[src/sv/xbt_pkg.sv]
// xbt_pkg: shared types, codes and character helpers for the XML byte tokenizer.
// Depends on nothing; every other file of the block imports it.
`default_nettype none

package xbt_pkg;

   localparam int DEF_MAX_DEPTH = 255;
   localparam int DEF_WS_HOLD   = 16;
   localparam int Q_DEPTH       = 4;

   typedef enum logic [4:0] {
      M_IDLE, M_CONTENT, M_TEXT, M_LT, M_STAG, M_ATTR_WAIT, M_ANAME, M_AEQ,
      M_AVAL_WAIT, M_AVAL, M_SELFCLOSE, M_ENDNAME, M_BANG, M_COMMENT_OPEN,
      M_KW_CDATA, M_KW_DOCTYPE, M_COMMENT, M_CDATA, M_PI, M_DOCTYPE, M_DONE
   } mode_type;

   typedef enum logic [2:0] {
      PH_IDLE, PH_START, PH_PLAN, PH_FLUSH, PH_LIST, PH_FIN
   } phase_type;

   localparam logic [2:0] CLS_NONE    = 3'd0;
   localparam logic [2:0] CLS_ELEM    = 3'd1;
   localparam logic [2:0] CLS_ANAME   = 3'd2;
   localparam logic [2:0] CLS_AVAL    = 3'd3;
   localparam logic [2:0] CLS_CHARS   = 3'd4;
   localparam logic [2:0] CLS_COMMENT = 3'd5;
   localparam logic [2:0] CLS_ENDNAME = 3'd6;

   localparam logic [3:0] EV_NONE      = 4'd0;
   localparam logic [3:0] EV_START_DOC = 4'd1;
   localparam logic [3:0] EV_TAG_CLOSE = 4'd2;
   localparam logic [3:0] EV_ATTR_DONE = 4'd3;
   localparam logic [3:0] EV_END_ELEM  = 4'd4;
   localparam logic [3:0] EV_CHARS_END = 4'd5;
   localparam logic [3:0] EV_CMNT_END  = 4'd6;
   localparam logic [3:0] EV_END_DOC   = 4'd7;
   localparam logic [3:0] EV_ERROR     = 4'd8;

   localparam logic [7:0] CH_NUL   = 8'h00;
   localparam logic [7:0] CH_TAB   = 8'h09;
   localparam logic [7:0] CH_LF    = 8'h0A;
   localparam logic [7:0] CH_CR    = 8'h0D;
   localparam logic [7:0] CH_SP    = 8'h20;
   localparam logic [7:0] CH_BANG  = 8'h21;
   localparam logic [7:0] CH_DQ    = 8'h22;
   localparam logic [7:0] CH_SQ    = 8'h27;
   localparam logic [7:0] CH_DASH  = 8'h2D;
   localparam logic [7:0] CH_SLASH = 8'h2F;
   localparam logic [7:0] CH_LT    = 8'h3C;
   localparam logic [7:0] CH_EQ    = 8'h3D;
   localparam logic [7:0] CH_GT    = 8'h3E;
   localparam logic [7:0] CH_QM    = 8'h3F;
   localparam logic [7:0] CH_D     = 8'h44;
   localparam logic [7:0] CH_LBRK  = 8'h5B;
   localparam logic [7:0] CH_RBRK  = 8'h5D;

   typedef struct packed {
      logic [7:0] out_byte;
      logic       byte_valid;
      logic [2:0] byte_class;
      logic [3:0] event_res;
      logic [7:0] nesting_depth;
      logic       run_last;
   } rsp_type;

   function automatic logic is_ws(input logic [7:0] c);
      return (c == CH_SP) || (c == CH_TAB) || (c == CH_LF) || (c == CH_CR);
   endfunction

   function automatic logic [1:0] ws_code(input logic [7:0] c);
      return (c == CH_TAB) ? 2'd1 : (c == CH_LF) ? 2'd2 : (c == CH_CR) ? 2'd3 : 2'd0;
   endfunction

   function automatic logic [7:0] ws_char(input logic [1:0] code);
      logic [7:0] r;
      unique case (code)
         2'd0: r = CH_SP;
         2'd1: r = CH_TAB;
         2'd2: r = CH_LF;
         2'd3: r = CH_CR;
      endcase
      return r;
   endfunction

   // "[CDATA[" and "DOCTYPE" keyword characters
   function automatic logic [7:0] kw_char(input logic cdata, input logic [2:0] idx);
      logic [7:0] r;
      case (idx)
         3'd0: r = cdata ? 8'h5B : 8'h44;
         3'd1: r = cdata ? 8'h43 : 8'h4F;
         3'd2: r = cdata ? 8'h44 : 8'h43;
         3'd3: r = cdata ? 8'h41 : 8'h54;
         3'd4: r = cdata ? 8'h54 : 8'h59;
         3'd5: r = cdata ? 8'h41 : 8'h50;
         3'd6: r = cdata ? 8'h5B : 8'h45;
         default: r = 8'h00;
      endcase
      return r;
   endfunction

endpackage

`default_nettype wire

[src/sv/xml_byte_tokenizer.sv]
// Streaming XML tokenizer: one document byte per request beat, a run of result beats per byte.
// Top level; depends on xbt_pkg, xbt_front and xbt_queue.
`default_nettype none

// Feed the document one byte per req_ beat; req_input_end on the last byte also ends the
// document as if a zero byte followed. Each byte yields zero or more rsp_ beats, content
// bytes tagged with their class or structural events (start doc, tag closed, attribute
// done, end element, chars end, comment end, end doc, error), and rsp_run_last marks the
// final beat of each byte. After end doc or error, bytes are taken and give no beats until
// reset. rsp_nesting_depth carries the element depth after each beat (low 8 bits).
// Flow: the parser works on one byte at a time and takes the next byte only when it is done
// with the last; a byte with req_input_end set gets a second parse pass for the zero byte.
// A run of held whitespace is released one byte a cycle while the queue has room, each
// byte counted as a result beat.
// Beats wait in a four-deep output queue, so the parser only stalls when it fills up.
module xml_byte_tokenizer import xbt_pkg::*; #(
   parameter int MAX_DEPTH = DEF_MAX_DEPTH,
   parameter int WS_HOLD   = DEF_WS_HOLD
) (
   input  wire logic       clock,
   input  wire logic       reset,
   input  wire logic       req_valid,
   output logic            req_ready,
   input  wire logic [7:0] req_in_byte,
   input  wire logic       req_input_end,
   output logic            rsp_valid,
   input  wire logic       rsp_ready,
   output logic [7:0]      rsp_out_byte,
   output logic            rsp_byte_valid,
   output logic [2:0]      rsp_byte_class,
   output logic [3:0]      rsp_event_res,
   output logic [7:0]      rsp_nesting_depth,
   output logic            rsp_run_last
);

   logic    q_push, q_full;
   rsp_type q_data, head;

   // front end: parser and held-whitespace store
   xbt_front #(
      .MAX_DEPTH (MAX_DEPTH),
      .WS_HOLD   (WS_HOLD)
   ) u_front (
      .clock         (clock),
      .reset         (reset),
      .req_valid     (req_valid),
      .req_ready     (req_ready),
      .req_in_byte   (req_in_byte),
      .req_input_end (req_input_end),
      .q_push        (q_push),
      .q_data        (q_data),
      .q_full        (q_full)
   );

   // back end: result queue drained by the rsp_ channel
   xbt_queue u_queue (
      .clock     (clock),
      .reset     (reset),
      .push      (q_push),
      .push_data (q_data),
      .full      (q_full),
      .rsp_valid (rsp_valid),
      .rsp_ready (rsp_ready),
      .head      (head)
   );

   assign rsp_out_byte      = head.out_byte;
   assign rsp_byte_valid    = head.byte_valid;
   assign rsp_byte_class    = head.byte_class;
   assign rsp_event_res     = head.event_res;
   assign rsp_nesting_depth = head.nesting_depth;
   assign rsp_run_last      = head.run_last;

endmodule

`default_nettype wire

[src/sv/xbt_queue.sv]
// xbt_queue: small result queue and output stage of the tokenizer.
// Depends on xbt_pkg (rsp_type, Q_DEPTH).
`default_nettype none

module xbt_queue import xbt_pkg::*; (
   input  wire logic    clock,
   input  wire logic    reset,
   input  wire logic    push,
   input  wire rsp_type push_data,
   output logic         full,
   output logic         rsp_valid,
   input  wire logic    rsp_ready,
   output rsp_type      head
);

   localparam int PW = (Q_DEPTH > 1) ? $clog2(Q_DEPTH) : 1;
   localparam int CW = $clog2(Q_DEPTH + 1);

   rsp_type        store_ff [Q_DEPTH];
   logic [PW-1:0]  wr_ff, rd_ff;
   logic [CW-1:0]  count_ff;
   logic           pop;

   assign full      = (count_ff == CW'(Q_DEPTH));
   assign rsp_valid = (count_ff != '0);
   assign pop       = rsp_valid && rsp_ready;
   assign head      = store_ff[rd_ff];

   always_ff @(posedge clock) begin
      if (reset) begin
         wr_ff    <= '0;
         rd_ff    <= '0;
         count_ff <= '0;
      end else begin
         if (push) begin
            wr_ff <= (wr_ff == PW'(Q_DEPTH - 1)) ? '0 : wr_ff + PW'(1);
         end
         if (pop) begin
            rd_ff <= (rd_ff == PW'(Q_DEPTH - 1)) ? '0 : rd_ff + PW'(1);
         end
         if (push && !pop) begin
            count_ff <= count_ff + CW'(1);
         end else if (pop && !push) begin
            count_ff <= count_ff - CW'(1);
         end
      end
   end

   always_ff @(posedge clock) begin
      if (push) begin
         store_ff[wr_ff] <= push_data;
      end
   end

endmodule

`default_nettype wire

[src/sv/xbt_front.sv]
// xbt_front: byte parser state machine; turns each accepted byte into result beats.
// Depends on xbt_pkg; feeds xbt_queue through a one-beat holding register.
`default_nettype none

module xbt_front import xbt_pkg::*; #(
   parameter int MAX_DEPTH = DEF_MAX_DEPTH,
   parameter int WS_HOLD   = DEF_WS_HOLD
) (
   input  wire logic       clock,
   input  wire logic       reset,
   input  wire logic       req_valid,
   output logic            req_ready,
   input  wire logic [7:0] req_in_byte,
   input  wire logic       req_input_end,
   output logic            q_push,
   output rsp_type         q_data,
   input  wire logic       q_full
);

   localparam int DW = $clog2(MAX_DEPTH + 1);
   localparam int HW = $clog2(WS_HOLD + 1);
   localparam int AW = (WS_HOLD > 1) ? $clog2(WS_HOLD) : 1;

   phase_type      phase_ff, phase_in;
   mode_type       mode_ff, p_mode;
   logic [3:0]     kw_ff, p_kw;
   logic [1:0]     term_ff, p_term;
   logic           single_ff, p_single;
   logic [DW-1:0]  depth_ff, p_depth;
   logic [7:0]     dtn_ff, p_dtn;
   logic           nonempty_ff, p_nonempty;
   logic [HW-1:0]  held_ff, p_held;
   logic           p_flush, p_ws_we;
   rsp_type        p_ent [3];
   logic [1:0]     p_n;

   logic [1:0]     ws_mem [WS_HOLD];
   logic [1:0]     rd_ff;
   logic [7:0]     c_ff;
   logic           last_ff, pass_ff;
   rsp_type        list_ff [3];
   logic [1:0]     n_ff, li_ff;
   logic [HW-1:0]  fi_ff, fn_ff;
   rsp_type        pend_ff, gen_data;
   logic           pend_v_ff, gen_v, fin_push, room;
   logic           rd_en, to_pass2;
   logic [AW-1:0]  rd_addr;
   logic [7:0]     ch;

   function automatic logic [7:0] d8(input logic [DW-1:0] d);
      logic [DW+7:0] t;
      t = {8'd0, d};
      return t[7:0];
   endfunction

   function automatic rsp_type mk_byte(input logic [7:0] b, input logic [2:0] cls,
                                       input logic [DW-1:0] d);
      rsp_type r;
      r.out_byte      = b;
      r.byte_valid    = 1'b1;
      r.byte_class    = cls;
      r.event_res     = EV_NONE;
      r.nesting_depth = d8(d);
      r.run_last      = 1'b0;
      return r;
   endfunction

   function automatic rsp_type mk_ev(input logic [3:0] ev, input logic [DW-1:0] d);
      rsp_type r;
      r.out_byte      = 8'd0;
      r.byte_valid    = 1'b0;
      r.byte_class    = CLS_NONE;
      r.event_res     = ev;
      r.nesting_depth = d8(d);
      r.run_last      = 1'b0;
      return r;
   endfunction

   function automatic logic more_pass(input logic last, input logic pass, input mode_type m);
      return last && !pass && (m != M_DONE);
   endfunction

   assign room = !q_full;
   assign ch   = pass_ff ? CH_NUL : c_ff;

   // one parse step: results of this byte (after any held-whitespace flush) and new state
   always_comb begin : plan
      logic [1:0]    k;
      logic          at_max;
      logic [DW-1:0] dm;
      logic [1:0]    m, len;
      logic [7:0]    s0, s1, s2, sm, kwc;
      logic [2:0]    cls;
      k          = 2'd0;
      at_max     = (depth_ff >= DW'(MAX_DEPTH));
      dm         = depth_ff - DW'(1);
      p_mode     = mode_ff;
      p_kw       = kw_ff;
      p_term     = term_ff;
      p_single   = single_ff;
      p_depth    = depth_ff;
      p_dtn      = dtn_ff;
      p_nonempty = nonempty_ff;
      p_held     = held_ff;
      p_flush    = 1'b0;
      p_ws_we    = 1'b0;
      for (int i = 0; i < 3; i++) p_ent[i] = '0;
      s0  = (mode_ff == M_COMMENT) ? CH_DASH : (mode_ff == M_CDATA) ? CH_RBRK : CH_QM;
      s1  = (mode_ff == M_PI) ? CH_GT : s0;
      s2  = CH_GT;
      len = (mode_ff == M_PI) ? 2'd2 : 2'd3;
      cls = (mode_ff == M_COMMENT) ? CLS_COMMENT : (mode_ff == M_CDATA) ? CLS_CHARS : CLS_NONE;
      m   = (term_ff >= len) ? 2'd0 : term_ff;
      sm  = (m == 2'd0) ? s0 : (m == 2'd1) ? s1 : s2;
      kwc = kw_char(mode_ff == M_KW_CDATA, kw_ff[2:0]);

      unique case (mode_ff)
         M_CONTENT: begin
            if (ch == CH_NUL) begin
               p_ent[k] = mk_ev(EV_END_DOC, depth_ff); k = k + 2'd1; p_mode = M_DONE;
            end else if (is_ws(ch)) begin
               p_mode = M_CONTENT;
            end else if (ch == CH_LT) begin
               p_mode = M_LT;
            end else begin
               p_held = '0;
               p_ent[k] = mk_byte(ch, CLS_CHARS, depth_ff); k = k + 2'd1;
               p_mode = M_TEXT;
            end
         end
         M_TEXT: begin
            if (ch == CH_NUL) begin
               p_held = '0;
               p_ent[k] = mk_ev(EV_CHARS_END, depth_ff); k = k + 2'd1;
               p_ent[k] = mk_ev(EV_END_DOC, depth_ff); k = k + 2'd1;
               p_mode = M_DONE;
            end else if (ch == CH_LT) begin
               p_held = '0;
               p_ent[k] = mk_ev(EV_CHARS_END, depth_ff); k = k + 2'd1;
               p_mode = M_LT;
            end else if (is_ws(ch) && ({1'b0, held_ff} + (HW+1)'(1) < (HW+1)'(WS_HOLD))) begin
               p_ws_we = 1'b1;
               p_held  = held_ff + HW'(1);
            end else begin
               p_flush = 1'b1;
               p_held  = '0;
               p_ent[k] = mk_byte(ch, CLS_CHARS, depth_ff); k = k + 2'd1;
            end
         end
         M_LT: begin
            if (ch == CH_NUL) begin
               p_ent[k] = mk_ev(EV_ERROR, depth_ff); k = k + 2'd1; p_mode = M_DONE;
            end else if (ch == CH_BANG) begin
               p_mode = M_BANG;
            end else if (ch == CH_QM) begin
               p_term = 2'd0; p_mode = M_PI;
            end else if (ch == CH_SLASH) begin
               p_mode = M_ENDNAME;
            end else begin
               p_nonempty = 1'b0;
               p_mode     = M_STAG;
               if (ch == CH_GT) begin
                  p_ent[k] = mk_ev(EV_ERROR, depth_ff); k = k + 2'd1; p_mode = M_DONE;
               end else if (!is_ws(ch)) begin
                  p_nonempty = 1'b1;
                  p_ent[k] = mk_byte(ch, CLS_ELEM, depth_ff); k = k + 2'd1;
               end
            end
         end
         M_STAG: begin
            if (ch == CH_NUL ||
                (!nonempty_ff && (ch == CH_GT || ch == CH_SLASH))) begin
               p_ent[k] = mk_ev(EV_ERROR, depth_ff); k = k + 2'd1; p_mode = M_DONE;
            end else if (is_ws(ch)) begin
               if (nonempty_ff) p_mode = M_ATTR_WAIT;
            end else if (ch == CH_GT) begin
               if (at_max) begin
                  p_ent[k] = mk_ev(EV_ERROR, depth_ff); k = k + 2'd1; p_mode = M_DONE;
               end else begin
                  p_depth = depth_ff + DW'(1);
                  p_ent[k] = mk_ev(EV_TAG_CLOSE, p_depth); k = k + 2'd1;
                  p_mode = M_CONTENT;
               end
            end else if (ch == CH_SLASH) begin
               p_mode = M_SELFCLOSE;
            end else begin
               p_nonempty = 1'b1;
               p_ent[k] = mk_byte(ch, CLS_ELEM, depth_ff); k = k + 2'd1;
            end
         end
         M_ATTR_WAIT: begin
            if (ch == CH_NUL || ch == CH_EQ) begin
               p_ent[k] = mk_ev(EV_ERROR, depth_ff); k = k + 2'd1; p_mode = M_DONE;
            end else if (is_ws(ch)) begin
               p_mode = M_ATTR_WAIT;
            end else if (ch == CH_GT) begin
               if (at_max) begin
                  p_ent[k] = mk_ev(EV_ERROR, depth_ff); k = k + 2'd1; p_mode = M_DONE;
               end else begin
                  p_depth = depth_ff + DW'(1);
                  p_ent[k] = mk_ev(EV_TAG_CLOSE, p_depth); k = k + 2'd1;
                  p_mode = M_CONTENT;
               end
            end else if (ch == CH_SLASH) begin
               p_mode = M_SELFCLOSE;
            end else begin
               p_ent[k] = mk_byte(ch, CLS_ANAME, depth_ff); k = k + 2'd1;
               p_mode = M_ANAME;
            end
         end
         M_ANAME: begin
            if (ch == CH_NUL || ch == CH_GT) begin
               p_ent[k] = mk_ev(EV_ERROR, depth_ff); k = k + 2'd1; p_mode = M_DONE;
            end else if (is_ws(ch)) begin
               p_mode = M_AEQ;
            end else if (ch == CH_EQ) begin
               p_mode = M_AVAL_WAIT;
            end else begin
               p_ent[k] = mk_byte(ch, CLS_ANAME, depth_ff); k = k + 2'd1;
            end
         end
         M_AEQ: begin
            if (ch == CH_EQ) begin
               p_mode = M_AVAL_WAIT;
            end else if (!is_ws(ch)) begin
               p_ent[k] = mk_ev(EV_ERROR, depth_ff); k = k + 2'd1; p_mode = M_DONE;
            end
         end
         M_AVAL_WAIT: begin
            if (ch == CH_DQ) begin
               p_single = 1'b0; p_mode = M_AVAL;
            end else if (ch == CH_SQ) begin
               p_single = 1'b1; p_mode = M_AVAL;
            end else if (!is_ws(ch)) begin
               p_ent[k] = mk_ev(EV_ERROR, depth_ff); k = k + 2'd1; p_mode = M_DONE;
            end
         end
         M_AVAL: begin
            if (ch == CH_NUL || ch == CH_GT) begin
               p_ent[k] = mk_ev(EV_ERROR, depth_ff); k = k + 2'd1; p_mode = M_DONE;
            end else if (ch == (single_ff ? CH_SQ : CH_DQ)) begin
               p_ent[k] = mk_ev(EV_ATTR_DONE, depth_ff); k = k + 2'd1;
               p_mode = M_ATTR_WAIT;
            end else begin
               p_ent[k] = mk_byte(ch, CLS_AVAL, depth_ff); k = k + 2'd1;
            end
         end
         M_SELFCLOSE: begin
            if (ch != CH_GT || at_max) begin
               p_ent[k] = mk_ev(EV_ERROR, depth_ff); k = k + 2'd1; p_mode = M_DONE;
            end else begin
               p_ent[k] = mk_ev(EV_TAG_CLOSE, depth_ff + DW'(1)); k = k + 2'd1;
               p_ent[k] = mk_ev(EV_END_ELEM, depth_ff); k = k + 2'd1;
               if (depth_ff == '0) begin
                  p_ent[k] = mk_ev(EV_END_DOC, depth_ff); k = k + 2'd1; p_mode = M_DONE;
               end else begin
                  p_mode = M_CONTENT;
               end
            end
         end
         M_ENDNAME: begin
            if (ch == CH_NUL || (ch == CH_GT && depth_ff == '0)) begin
               p_ent[k] = mk_ev(EV_ERROR, depth_ff); k = k + 2'd1; p_mode = M_DONE;
            end else if (ch == CH_GT) begin
               p_depth = dm;
               p_ent[k] = mk_ev(EV_END_ELEM, dm); k = k + 2'd1;
               if (dm == '0) begin
                  p_ent[k] = mk_ev(EV_END_DOC, dm); k = k + 2'd1; p_mode = M_DONE;
               end else begin
                  p_mode = M_CONTENT;
               end
            end else begin
               p_ent[k] = mk_byte(ch, CLS_ENDNAME, depth_ff); k = k + 2'd1;
            end
         end
         M_BANG: begin
            if (ch == CH_DASH) begin
               p_mode = M_COMMENT_OPEN;
            end else if (ch == CH_LBRK) begin
               p_kw = 4'd1; p_mode = M_KW_CDATA;
            end else if (ch == CH_D) begin
               p_kw = 4'd1; p_mode = M_KW_DOCTYPE;
            end else begin
               p_ent[k] = mk_ev(EV_ERROR, depth_ff); k = k + 2'd1; p_mode = M_DONE;
            end
         end
         M_COMMENT_OPEN: begin
            if (ch == CH_DASH) begin
               p_term = 2'd0; p_mode = M_COMMENT;
            end else begin
               p_ent[k] = mk_ev(EV_ERROR, depth_ff); k = k + 2'd1; p_mode = M_DONE;
            end
         end
         M_KW_CDATA, M_KW_DOCTYPE: begin
            if (kw_ff >= 4'd7 || ch != kwc) begin
               p_ent[k] = mk_ev(EV_ERROR, depth_ff); k = k + 2'd1; p_mode = M_DONE;
            end else if (kw_ff == 4'd6) begin
               p_kw   = 4'd0;
               p_term = 2'd0;
               if (mode_ff == M_KW_CDATA) begin
                  p_mode = M_CDATA;
               end else begin
                  p_dtn  = 8'd1;
                  p_mode = M_DOCTYPE;
               end
            end else begin
               p_kw = kw_ff + 4'd1;
            end
         end
         M_COMMENT, M_CDATA, M_PI: begin
            if (ch == CH_NUL) begin
               p_ent[k] = mk_ev(EV_ERROR, depth_ff); k = k + 2'd1; p_mode = M_DONE;
            end else if (ch == sm) begin
               if (m + 2'd1 == len) begin
                  p_term = 2'd0;
                  p_mode = M_CONTENT;
                  if (mode_ff == M_COMMENT) begin
                     p_ent[k] = mk_ev(EV_CMNT_END, depth_ff); k = k + 2'd1;
                  end else if (mode_ff == M_CDATA) begin
                     p_ent[k] = mk_ev(EV_CHARS_END, depth_ff); k = k + 2'd1;
                  end
               end else begin
                  p_term = m + 2'd1;
               end
            end else if (m != 2'd0 && ch == s0) begin
               // broken partial match restarts on its first character
               if (cls != CLS_NONE) begin
                  p_ent[k] = mk_byte(s0, cls, depth_ff); k = k + 2'd1;
               end
            end else begin
               p_term = 2'd0;
               if (cls != CLS_NONE) begin
                  if (m >= 2'd1) begin
                     p_ent[k] = mk_byte(s0, cls, depth_ff); k = k + 2'd1;
                  end
                  if (m >= 2'd2) begin
                     p_ent[k] = mk_byte(s1, cls, depth_ff); k = k + 2'd1;
                  end
                  p_ent[k] = mk_byte(ch, cls, depth_ff); k = k + 2'd1;
               end
            end
         end
         M_DOCTYPE: begin
            if (ch == CH_NUL) begin
               p_ent[k] = mk_ev(EV_ERROR, depth_ff); k = k + 2'd1; p_mode = M_DONE;
            end else if (ch == CH_LT) begin
               if (dtn_ff != 8'hFF) p_dtn = dtn_ff + 8'd1;
            end else if (ch == CH_GT) begin
               p_dtn = (dtn_ff != 8'd0) ? dtn_ff - 8'd1 : 8'd0;
               if (p_dtn == 8'd0) p_mode = M_CONTENT;
            end
         end
         default: begin
            p_mode = mode_ff;
         end
      endcase
      p_n = k;
   end

   // next phase
   always_comb begin
      phase_in = phase_ff;
      unique case (phase_ff)
         PH_IDLE: begin
            if (req_valid) begin
               phase_in = (mode_ff == M_DONE) ? PH_FIN :
                          (mode_ff == M_IDLE) ? PH_START : PH_PLAN;
            end
         end
         PH_START: begin
            if (room) phase_in = PH_PLAN;
         end
         PH_PLAN: begin
            if (p_flush && held_ff != '0) begin
               phase_in = PH_FLUSH;
            end else if (p_n != 2'd0) begin
               phase_in = PH_LIST;
            end else begin
               phase_in = more_pass(last_ff, pass_ff, p_mode) ? PH_PLAN : PH_FIN;
            end
         end
         PH_FLUSH: begin
            if (room && fi_ff == fn_ff - HW'(1)) begin
               phase_in = (n_ff != 2'd0) ? PH_LIST :
                          more_pass(last_ff, pass_ff, mode_ff) ? PH_PLAN : PH_FIN;
            end
         end
         PH_LIST: begin
            if (room && li_ff == n_ff - 2'd1) begin
               phase_in = more_pass(last_ff, pass_ff, mode_ff) ? PH_PLAN : PH_FIN;
            end
         end
         PH_FIN: begin
            if (!pend_v_ff || room) phase_in = PH_IDLE;
         end
         default: phase_in = PH_IDLE;
      endcase
   end

   // phase outputs
   always_comb begin
      req_ready = 1'b0;
      gen_v     = 1'b0;
      gen_data  = '0;
      fin_push  = 1'b0;
      unique case (phase_ff)
         PH_IDLE:  req_ready = 1'b1;
         PH_START: begin
            gen_v    = room;
            gen_data = mk_ev(EV_START_DOC, depth_ff);
         end
         PH_PLAN:  gen_v = 1'b0;
         PH_FLUSH: begin
            gen_v    = room;
            gen_data = mk_byte(ws_char(rd_ff), CLS_CHARS, depth_ff);
         end
         PH_LIST: begin
            gen_v    = room;
            gen_data = list_ff[li_ff];
         end
         PH_FIN:   fin_push = pend_v_ff && room;
         default:  gen_v = 1'b0;
      endcase
   end

   assign to_pass2 = (phase_in == PH_PLAN) &&
                     (phase_ff == PH_PLAN || phase_ff == PH_FLUSH || phase_ff == PH_LIST);
   assign q_push   = (gen_v && pend_v_ff) || fin_push;
   always_comb begin
      q_data          = pend_ff;
      q_data.run_last = fin_push;
   end

   always_ff @(posedge clock) begin
      if (reset) begin
         phase_ff    <= PH_IDLE;
         mode_ff     <= M_IDLE;
         kw_ff       <= '0;
         term_ff     <= '0;
         single_ff   <= 1'b0;
         depth_ff    <= '0;
         dtn_ff      <= '0;
         nonempty_ff <= 1'b0;
         held_ff     <= '0;
         pend_v_ff   <= 1'b0;
         pass_ff     <= 1'b0;
      end else begin
         phase_ff <= phase_in;
         if (phase_ff == PH_IDLE && req_valid) pass_ff <= 1'b0;
         if (to_pass2) pass_ff <= 1'b1;
         if (phase_ff == PH_START && room) mode_ff <= M_CONTENT;
         if (phase_ff == PH_PLAN) begin
            mode_ff     <= p_mode;
            kw_ff       <= p_kw;
            term_ff     <= p_term;
            single_ff   <= p_single;
            depth_ff    <= p_depth;
            dtn_ff      <= p_dtn;
            nonempty_ff <= p_nonempty;
            held_ff     <= p_held;
         end
         if (gen_v) begin
            pend_v_ff <= 1'b1;
         end else if (fin_push) begin
            pend_v_ff <= 1'b0;
         end
      end
   end

   always_ff @(posedge clock) begin
      if (phase_ff == PH_IDLE && req_valid) begin
         c_ff    <= req_in_byte;
         last_ff <= req_input_end;
      end
      if (phase_ff == PH_PLAN) begin
         for (int i = 0; i < 3; i++) list_ff[i] <= p_ent[i];
         n_ff  <= p_n;
         li_ff <= 2'd0;
         fi_ff <= '0;
         fn_ff <= held_ff;
      end
      if (phase_ff == PH_FLUSH && room) fi_ff <= fi_ff + HW'(1);
      if (phase_ff == PH_LIST && room) li_ff <= li_ff + 2'd1;
      if (gen_v) pend_ff <= gen_data;
   end

   // held whitespace store: written per held byte, read one ahead during a flush
   assign rd_en   = (phase_ff == PH_PLAN) || (phase_ff == PH_FLUSH && room);
   always_comb begin
      logic [HW-1:0] nx;
      nx      = fi_ff + HW'(1);
      rd_addr = (phase_ff == PH_PLAN) ? '0 : nx[AW-1:0];
   end

   always_ff @(posedge clock) begin
      if (phase_ff == PH_PLAN && p_ws_we) ws_mem[held_ff[AW-1:0]] <= ws_code(ch);
      if (rd_en) rd_ff <= ws_mem[rd_addr];
   end

   a_held_bound: assert property (@(posedge clock) disable iff (reset)
      ({1'b0, held_ff} < (HW+1)'(WS_HOLD)))
      else $error("held whitespace count reached the hold size");

   a_depth_bound: assert property (@(posedge clock) disable iff (reset)
      ({1'b0, depth_ff} <= (DW+1)'(MAX_DEPTH)))
      else $error("depth counter above its limit");

   a_one_beat: assert property (@(posedge clock) disable iff (reset)
      (req_valid && req_ready) |=> !req_ready)
      else $error("second byte taken before the first was parsed");

   a_list_nonempty: assert property (@(posedge clock) disable iff (reset)
      (phase_ff == PH_LIST) |-> (n_ff != 2'd0))
      else $error("result list phase with nothing to send");

endmodule

`default_nettype wire

[config.mk]
export PLATFORM = sky130hd
export DESIGN_NAME = xml_byte_tokenizer
export DESIGN_NICKNAME = d
export VERILOG_FILES = /design/src/sv/xbt_pkg.sv /design/src/sv/xml_byte_tokenizer.sv /design/src/sv/xbt_queue.sv /design/src/sv/xbt_front.sv
export SDC_FILE = /design/constraint.sdc
export NUM_CORES = 1
export LEC_CHECK = 0
export ABC_AREA = 1
export BUFFER_PORTS_ARGS = -buffer_cell sky130_fd_sc_hd__clkbuf_2
export CAP_MARGIN = 25
export CORE_MARGIN = 2
export CORE_UTILIZATION = 60
export CTS_BUF_LIST = sky130_fd_sc_hd__clkbuf_16
export DETAILED_ROUTE_END_ITERATION = 10
export GPL_ROUTABILITY_DRIVEN = 0
export PLACE_DENSITY = 0.77
export RECOVER_POWER = 50
export SYNTH_ARGS = -nofsm -noshare
export SYNTH_HDL_FRONTEND = slang
export SYNTH_SLANG_ARGS = --single-unit
[constraint.sdc]
create_clock -name clock -period 10.67 [get_ports clock]
set_input_delay 0 -clock clock [delete_from_list [all_inputs] [get_ports clock]]
set_output_delay 0 -clock clock [all_outputs]
set_load 0.05 [all_outputs]
==> impl_results.md <==
- Drc violations: 0
- WL/cell: around 19 um
- Setup Skew: 13.30 ps
- Initial antenna violation count: 0
- Hold Crit Start: req_in_byte[0]
- Core Rows: 59
- Post-synth EDFFs: 246
- Max_cap viols: 3
- Critical Path AT: roughly 5200 ps
- CTS root buffer: clkbuf_16
- Hold path depth: 2
- Post-CTS Hold Fix Bufs: 11
- Pint: 0.002511 W
- Final setup margin: 5815 ps
- Clock-pin slew on the worst setup and hold paths: 70 ps
- GRT busiest layer: met2
- Initial DRC Count: 2139
- Worst Tran Pin Value: 3393 ps
- Syn Area/Cell: 8.639 um^2
- LEAKAGE: around 7 nW
- Clk_lat worst skew: 560 ps
- Failing checks: max-capacitance violations, max-slew violations
- Synthesized cell area: around 0.016 mm^2
- Setup TNS: 0 ps
- Run status: finished, violations left
- Final Hold Vio Count: 0
- Global Route met3 Usage: just over 6%
- Die width: 166.1 um
- Peak VDD IR: 0.3041 mV
- Final worst-path cycle share: 45.50%
- Cts bufs inserted: 30
- Area of the core: roughly 0.026 mm^2
- Share of flip-flops with an asynchronous set or reset: 0%
- Reg power frac: 40.2%
- Share of total power in the clock network: between 20% and 30%
- Grt total ovfl: 0
- Synth warn: 0
- Die Y: 166.1 um
- Tot GR Track Use: 30.12%
- Reg2reg path depth: 21
- Max Root-Sink Buffers: 3
- Area share of the largest cell type after synthesis: 46.85%
- P_sw: 0.001543 W
- CTS resizes: 0
- Final setup vio count: 0
- Crit path from: u_front.pass_ff$_SDFFE_PP0P_
- CTS tree: built
- Dpl hpwl: 30.03 mm
- Crit path launch type: register
- Vias per inst: between 6 and 7
- Share of layout cells above drive strength 1: 8.110%
- Req. time, crit path: approximately 11000 ps
- Fin cells: 2234
- Critical path type: reg -> reg
- Synth Net Count: 1862
- Vias in the first global route: 12840
- Effective utilization at floorplan: between 60 and 70%
- Met1 Usage GRT: 40.03%
- Setup WS pre-CTS: 6405 ps
- CTS sink cnt: 296
- Post-synthesis sequential area ratio: 53.20%
- Worst r2r src: u_front.pass_ff$_SDFFE_PP0P_
- Top post-synthesis cells by area: edfxtp_1 (47%), nand2_1 (7.4%), nor2_1 (7.3%), dfxtp_1 (6.3%), o21ai_0 (5.0%)
- First-pass DRT Iterations: 8
- Nets: 1912
- Setup Fix Bufs, Post-CTS: 0
- PortBufs: 39
- Antenna cells: 0
- Peak fanout along the critical path: 19
- Max Slew Vio Count: 111
- Combinational power share: 32.0%
- RSZ-0062 raised after global routing: false
- First-pass GRT wire length: 67.18 mm
- Hold WC Path Type: in -> reg
- Synth area leader: edfxtp_1
- Primary FF master, synth: edfxtp_1
- Mapped Cells: 1825
- F_max: 0.2060 GHz
- DRT antenna net count: 0
- Crit end category: register
- Cells after DPL: ~2200
- M2 GR Usage: 48.58%
- Max_slew headroom: -126.2%
- Largest net degree at the start of global routing: 68
- Switching share of power: 38.06%
- Tmin final: just under 5000 ps
- Hold Slack: 148.8 ps
- Synthesized flop and latch total: 296
- Post-synth cell types: 59
- Post-Route WL: 41.97 mm
- Total power: 0.004054 W
- P per Cell Area: 232.4 mW/mm^2
- I/O pins: 40
- Vias: about 14000
- Layout area overhead: 10.67%
- Max H-tree Level: 1
- Die area: 0.02759 mm^2
[synthesized netlist by cell type (5+ instances only)]
| cell type | count |
|---|---|
| ha_1 | 23 |
| o21ai_0 | 157 |
| o22ai_1 | 69 |
| a31oi_1 | 5 |
| nand2_2 | 13 |
| nor3_1 | 44 |
| nand2_1 | 309 |
| o221ai_1 | 5 |
| clkinv_1 | 7 |
| edfxtp_1 | 246 |
| a21oi_1 | 68 |
| a211oi_1 | 15 |
| clkbuf_1 | 39 |
| nor2_2 | 10 |
| nand3_1 | 101 |
| inv_2 | 11 |
| inv_1 | 191 |
| nor4_1 | 8 |
| o21ai_2 | 5 |
| dfxtp_1 | 50 |
| nor2_1 | 307 |
| o21ai_1 | 10 |
| nand4_1 | 29 |
| xnor2_1 | 10 |
| xor2_1 | 25 |
| o211ai_1 | 13 |
[routing by layer]
layer | up-vias | part of all wire, %
met5 | - | 0
met4 | 0 | 5.1
met3 | 207 | 9.6
met2 | 759 | 46
met1 | 6326 | 40
li1 | 6416 | -
[registers in the layout (all words and copies together) (netlist names), 3 cells and up, named ones only]
register	count
u_front.list_ff	65
u_front.kw_ff	4
u_front.held_ff	5
u_front.depth_ff	8
u_front.c_ff	8
u_front.dtn_ff	8
u_front.mode_ff	5
u_front.fn_ff	5
u_queue.count_ff	3
u_queue.store_ff	100
u_front.q_data	24
u_front.fi_ff	5
u_front.phase_ff	3
u_front.ws_mem	32
[critical path, cell delays in order (launching register included)]
cell	delay, ps
dfxtp_1	440
clkinvlp_2	680
nand3_1	460
nor2_1	110
o21ai_0	1000
nand2_4	310
inv_2	200
nand2_1	110
nand2_1	100
nand3_1	80
nor2_1	150
nand3_1	130
a21oi_1	180
nand3_1	140
nand2_1	80
nand2_1	50
nand2_1	50
nand2_1	70
nand3_1	140
nor2_1	50
nor2_1	80
nor2_1	40
[power groups by stage]
stage | registers (W) | logic [W] | clock network [W]
floorplan | 0.00160 | 0.000954 | 0
global placement | 0.00163 | 0.00125 | 0
detailed placement | 0.00164 | 0.00128 | 0
CTS | 0.00162 | 0.00129 | 0.00113
global route | 0.00165 | 0.00141 | 0.00119
finish | 0.00163 | 0.00130 | 0.00113
[cells in the final DEF (no fill, tap or decap), types with 12 or more instances in the layout]
cell type  synthesis  routed
nand3_1          101     101
nand2_1          309     310
nor3_1            44      44
nor2_1           307     304
nor2_2            10      13
o21ai_0          157     158
clkbuf_16          0      30
ha_1              23      23
o22ai_1           69      69
edfxtp_1         246     246
a21oi_1           68      68
dfxtp_1           50      50
a211oi_1          15      15
inv_1            191     195
nand2_2           13      12
clkbuf_2           0      35
o211ai_1          13      13
nand4_1           29      29
xor2_1            25      25
[final cells by class]
type	count	area [um^2]
repair buffers	64	384.1
multi-input cells	1273	6394
well taps	335	419.2
fillers	2050	8463
flip-flops and latches	296	8388
clock buffers	30	750.7
clock inverters	26	322.8
inverters	210	789.5
[kinds of logic (layout without fill, tap and decap cells)]
kind of cell    Yosys count  after routing  synth area share (%)
buf+inv                 256            330                 6.253
simple gates            840            840                 22.83
flops                   296            296                 53.20
compound gates          374            374                 13.82
xor+xnor                 35             35                 1.944
fa+ha+maj                24             24                 1.952
[metrics by stage]
| step | utilization [%] | cell area [um^2] |
|---|---|---|
| CTS | 67.49 | 17490 |
| global placement | 62.90 | 16300 |
| global route | 67.34 | 17450 |
| finish | 67.34 | 17450 |
| floorplan | - | 15770 |
| detailed placement | 62.92 | 16300 |
[path summary, 6_finish.rpt]
kind,to,slack [ps]
max,u_front.pass_ff$_SDFFE_PP0P_,5820
min,u_front.c_ff[0]$_DFFE_PP_,150
max reg2reg,u_front.pass_ff$_SDFFE_PP0P_,5820
min reg2reg,u_front.kw_ff[3]$_SDFFE_PP0P_,460
Power figures use the tool's default switching activity.
